<file path="config.mk">
export PLATFORM = sky130hd
export DESIGN_NAME = cro_match
export DESIGN_NICKNAME = d
export VERILOG_FILES = /design/src/rtl/cro_pkg.sv /design/src/rtl/cro_match.sv
export SDC_FILE = /design/constraint.sdc
export NUM_CORES = 1
export LEC_CHECK = 0
export BUFFER_PORTS_ARGS = -buffer_cell sky130_fd_sc_hd__clkbuf_2
export CAP_MARGIN = 20
export CELL_PAD_IN_SITES_DETAIL_PLACEMENT = 1
export CELL_PAD_IN_SITES_GLOBAL_PLACEMENT = 1
export CORE_MARGIN = 4
export CORE_UTILIZATION = 41
export DETAILED_ROUTE_END_ITERATION = 10
export PLACE_DENSITY = 0.87
export REMOVE_ABC_BUFFERS = 1
export SETUP_SLACK_MARGIN = 0.02
export SLEW_MARGIN = 20
export SYNTH_ARGS = -nofsm -noshare
export SYNTH_HDL_FRONTEND = slang
export SYNTH_SLANG_ARGS = --single-unit
export TNS_END_PERCENT = 1
</file>
<file path="constraint.sdc">
create_clock -name vclk -period 4.08
set_input_delay 0.204 -clock vclk [all_inputs]
set_output_delay 0.204 -clock vclk [all_outputs]
set_load 0.01 [all_outputs]
</file>
<file path="src/rtl/cro_pkg.sv">
// Shared types and constants for the case-range overlap checker.
// Request codes, controller states, bound-flag positions and the match struct.
// No dependencies.
`default_nettype none

package cro_pkg;

	// Request codes carried on req_type
	typedef enum logic [1:0] {
		REQ_VALUE = 2'd0,
		REQ_RANGE = 2'd1,
		REQ_CLEAR = 2'd2,
		REQ_NONE  = 2'd3
	} cro_req_t;

	// Controller states
	typedef enum logic [1:0] {
		ST_IDLE,
		ST_SCAN,
		ST_FINISH
	} cro_state_t;

	// Bit positions inside the two-bit bound-flag field
	localparam int FLAG_LOW  = 0;
	localparam int FLAG_HIGH = 1;

	// Keys are stored with the sign bit inverted so unsigned order is signed order
	localparam logic [63:0] SIGN_FLIP = 64'h8000_0000_0000_0000;

	// Per-entry compare outcome handed from the matcher to the controller
	typedef struct packed {
		logic range_hit;
		logic value_hit;
	} cro_match_t;

endpackage

`default_nettype wire

</file>
<file path="src/rtl/cro_match.sv">
// Compare logic for one stored range and one stored value against the request.
// Depends on cro_pkg for request codes, flag positions and the match struct.
`default_nettype none

module cro_match
	import cro_pkg::*;
(
	input  wire cro_req_t    req_kind,
	input  wire logic [1:0]  req_flags,
	input  wire logic [63:0] req_lo,
	input  wire logic [63:0] req_hi,
	input  wire logic [1:0]  ent_flags,
	input  wire logic [63:0] ent_lo,
	input  wire logic [63:0] ent_hi,
	input  wire logic [63:0] ent_value,
	input  wire logic        have_best,
	input  wire logic [63:0] best,
	output cro_match_t       hit
);

	logic req_empty;
	logic ent_empty;
	logic ent_holds_key;
	logic req_holds_val;
	logic disjoint;

	// Emptiness of both ranges: both bounds given and lower above upper
	assign req_empty = req_flags[FLAG_LOW] && req_flags[FLAG_HIGH] && (req_lo > req_hi);
	assign ent_empty = ent_flags[FLAG_LOW] && ent_flags[FLAG_HIGH] && (ent_lo > ent_hi);

	// Stored range holds the requested single key
	assign ent_holds_key = !(ent_flags[FLAG_LOW] && (req_lo < ent_lo))
		&& !(ent_flags[FLAG_HIGH] && (req_lo > ent_hi));

	// Requested range holds the stored single value
	assign req_holds_val = !(req_flags[FLAG_LOW] && (ent_value < req_lo))
		&& !(req_flags[FLAG_HIGH] && (ent_value > req_hi));

	// Standard interval separation test
	assign disjoint = (req_flags[FLAG_LOW] && ent_flags[FLAG_HIGH] && (req_lo > ent_hi))
		|| (ent_flags[FLAG_LOW] && req_flags[FLAG_HIGH] && (ent_lo > req_hi));

	// Select the test by request kind
	always_comb begin
		hit = '0;
		unique case (req_kind)
			REQ_VALUE: begin
				hit.range_hit = !ent_empty && ent_holds_key;
				hit.value_hit = (ent_value == req_lo);
			end
			REQ_RANGE: begin
				hit.range_hit = !req_empty && !ent_empty && !disjoint;
				hit.value_hit = !req_empty && req_holds_val && (!have_best || ent_value < best);
			end
			default: begin
				hit = '0;
			end
		endcase
	end

endmodule

`default_nettype wire

</file>
Word level (Yosys, flattened, before mapping)
Cells that the tools add are included.
W data, S select, Z words.

storage, ports and cells
  flip-flop bits (word level) = 0
  output and inout bits = 2
  input bits = 391
  logic and storage cells = 41

cells by class
  equal/unequal tests = 2
  reduce and logical (&&, ||, !) cells = 30
  $lt $le $gt $ge = 8
  mux-type cells = 1

operators with widths
  operator              number
  $gt A64 B64 Y1        5
  $lt A64 B64 Y1        3
  $eq A64 B64 Y1        1
  $logic_and A1 B1 Y1   19
  $logic_not A1 Y1      8
  $pmux W2 S2           1
  $eq A2 B1 Y1 const B  1
  $logic_not A2 Y1      1
  $logic_or A1 B1 Y1    2

Longest topological paths before layout
  depth after elaboration = 7
  depth in mapped cells = 11
  gate-level depth less buffers = 11

Least setup slack after synthesis
No wires, ideal clock.

  path type = input port to output port
  from = input port ent_hi[37]
  to = output port hit[1] (netlist name)
  setup slack = 1.545 ns
  stages = 11
  data required time = 3.876 ns
  data arrival time = 2.331 ns
  buffers on the path = 0
  path through = inv_1 > ha_1 > a21o_1 > a21o_1 > a21oi_2 > o21ai_1 > a211o_1 > a211oi_2 > a31oi_1 > or4_1 > a21oi_1

RTL lines
  item             RTL line         text
  start, declared  cro_match.sv:14  input wire logic [63:0] ent_hi,
  end, declared    cro_match.sv:18  output cro_match_t hit

==> impl_metrics.tcl <==
set metrics [dict create \
    ys_types 51 \
    syn_inst 1612 \
    max-slew-margin-rel_pct 42.55 \
    synth_top_family_by_area "adder cells" \
    overflow 0 \
    ff_latch_area_um2 0 \
    synthTopCellsByArea "ha_1 53%, inv_1 10%, a21oi_1 6.5%" \
    min_period_ns 3.535 \
    synthSimpleGateAreaFrac_pct 15.29 \
    yosys.area.top_type "ha_1" \
    vdd_ir_drop_max_mv 0.04723 \
    n_fill_cell 3842 \
    path_delay_family "compound AO/OA/AOI/OAI gates" \
    grt_util_all_layers_pct 29.02 \
    ios 393 \
    synth_top_area_share_pct 52.71 \
    rows 62 \
    outcome "completed" \
    max_freq_ghz 0.2829 \
    worstSetupPathType "in -> out" \
    antenna_found_initial 3 \
    grt_start_max_net_pins 5 \
    synth_mux_area_share_pct 0 \
    fin_crit_sh_pct 86.63 \
    start_util_pct 41.84 \
    cp_common_cell "clkbuf_2" \
    drt_wl_total_um 49090 \
    layout.nets 2914 \
    place_hpwl_um 46040 \
    netlist_area_um2 12110 \
    drtAntennaViolNets 0 \
    maxCapViolations 0 \
    tns_ns 0 \
    cts.repair.resized 0 \
    synth_xor_area_share_pct 0 \
    core_um2 28940 \
    path_cells "clkbuf_2, inv_1, ha_1, nand4_1, nor2_1, a221oi_1, nand2_1, o21a_1, o41ai_1, buf_4, a31oi_1, a211o_2, a21oi_1, clkbuf_2" \
    synth_warnings 0 \
    multiInputGateArea_um2 10900 \
    synth_fa_ha_area_share_pct 52.71 \
    combPwrFrac_pct 100.0 \
    critPathRequiredTime_ns 3.88 \
    powerDensity_nw_per_um2 103.0 \
    post-cts-setup-buffers 0 \
    syn_to_final_growth_pct 20.65 \
    p_int_mw 0.6492 \
    cp_slowest_cell "o41ai_1" \
    port_buffers 393 \
    min_path_cells 4 \
    leakagePower_nw 9.011 \
    drt-initial-drc-count 505 \
    tightestPinTransition_ns 0.8502 \
    seq_cell_count 0 \
    setup_viol 0 \
    dieArea_um2 32340 \
    seq_power_share_pct 0 \
    drc 0 \
    placed_area_um2 14600 \
    die_w_um 179.8 \
    start_kind "input port" \
    grt_pass1_wl_um 77390 \
    layout-drive-gt1-share_pct 20.34 \
    synth_area_per_cell_um2 7.510 \
    grt_pass1_vias 14999 \
    firstDrtPassIters 5 \
    timing.critical_path.slowest_cell_delay_ns 0.62 \
    cp-end-kind "primary output" \
    clock_buffers 0 \
    cts.hold.buffers_added 0 \
    rsz0062_at_grt "no" \
    critical_path_depth 14 \
    die_height_um 179.8 \
    hold_viol 0 \
    min-delay-start "req_kind[0]" \
    path_buf_inv 4 \
    synth_compound_area_share_pct 22.02 \
    slew_viol_final 0 \
    worstPathMaxFanout 3 \
    worstHoldEndpoint "hit[1]" \
    finalInstanceArea_um2 14610 \
    p_sw_mw 0.8558 \
    crit_arrival_ns 3.33 \
    swShare_pct 56.86 \
    worstHoldPathType "in -> out" \
    vias 13659 \
    place_congestion 0.9354 \
    avgViaCountPerCell 5.696 \
    routedWlPerCell_um 20.47 \
    yosysSeqAreaShare_pct 0 \
    p_clk_share_pct 0 \
]
layer usage:
layer | global-route usage [%] | vias up | part of all wire [%] | wire, um
met2 | 52.76 | 419 | 49 | 23840
met1 | 36.02 | 6432 | 43 | 21140
met4 | 9.113 | 0 | 3.7 | 1825
met3 | 2.728 | 97 | 4.6 | 2281
met5 | 0 | - | 0 | 0
li1 | - | 6711 | - | -
metrics by stage:
| step | std cells | util (%) | hold WS, ns | worst slack [ns] | total power, mW |
|---|---|---|---|---|---|
| floorplan | 1612 | - | 0.5763 | 1.545 | 0.8508 |
| global placement | 2395 | 50.45 | 0.8286 | 0.6297 | 1.404 |
| detailed placement | 2395 | 50.45 | 0.8429 | 0.5563 | 1.490 |
| CTS | 2395 | 50.45 | 0.8440 | 0.5438 | 1.502 |
| global route | 2398 | 50.48 | 0.8718 | 0.3798 | 1.721 |
| finish | 2398 | 50.48 | 0.8520 | 0.5455 | 1.505 |
cells in the mapped netlist (all sizes together) (2+ instances only):
library cell    n
ha            510
o21bai          7
a221oi          8
nor3           22
nor2b          14
a211o           3
nand4          87
or3             5
and4           12
a21oi         159
o31ai           2
a21o           84
a31oi           9
o21a            8
nand2          88
nand3          37
o2111ai         2
a21boi          3
o21ai          73
and3            4
nor2           55
o41ai           5
o31a            2
or4             2
o221ai          2
a221o           4
inv           322
or2             3
a211oi         25
o211ai         10
nor4           17
a2111oi         6
nand2b          8
a22o            2
power by group through the flow:
stage / clock network, mW / registers (mW) / logic (mW)
after floorplan: 0 / 0 / 0.851
after global placement: 0 / 0 / 1.40
after detailed placement: 0 / 0 / 1.49
after CTS: 0 / 0 / 1.50
after global routing: 0.0000000984 / 0 / 1.72
final: 0.0000000985 / 0 / 1.51
kinds of logic (layout without fill, tap and decap cells):
| kind of cell | count (synthesis) | count (layout) |
|---|---|---|
| buf+inv | 322 | 721 |
| fa+ha+maj | 510 | 510 |
| compound gates | 422 | 422 |
| other cells | 0 | 3 |
| simple gates | 358 | 358 |
worst max-delay path by stage:
| stage | end | start |
|---|---|---|
| floorplan | hit[1] | ent_hi[37] |
| global placement | hit[0] | req_hi[30] |
| detailed placement | hit[1] | req_hi[30] |
| CTS | hit[1] | req_hi[30] |
| global route | hit[0] | req_hi[17] |
| finish | hit[1] | req_hi[30] |
cell usage in the layout (no fill, tap or decap), types with 5 or more instances in the layout:
cell type | netlist | layout
a211oi_1 | 23 | 23
nor3_1 | 22 | 22
nor2_1 | 55 | 55
nand4_1 | 87 | 87
clkbuf_2 | 0 | 393
nor4_1 | 17 | 17
nor2b_1 | 14 | 14
o21ai_0 | 68 | 68
inv_1 | 322 | 322
a221oi_1 | 8 | 8
nand2_1 | 88 | 88
o21bai_1 | 7 | 7
a2111oi_0 | 6 | 6
o21a_1 | 8 | 8
a31oi_1 | 9 | 9
a21o_1 | 84 | 84
o211ai_1 | 10 | 10
or3_1 | 5 | 5
a21oi_1 | 158 | 158
o21ai_1 | 5 | 5
nand3_1 | 37 | 37
nand2b_1 | 8 | 8
buf_4 | 0 | 6
and4_1 | 12 | 12
ha_1 | 510 | 510
worst min-delay path, cell delays in order:
cell and delay (ns):
clkbuf_2 0.12, or4_1 0.11, a21oi_1 0.09, clkbuf_2 0.13
final cells by class:
cell class	instances	share of cell area (%)
timing repair buffer	399	13.78
antenna	3	0.05140
tap	384	3.290
multi-input combinational	1290	74.61
inverter	322	8.275
(Power assumes the default switching activity.)
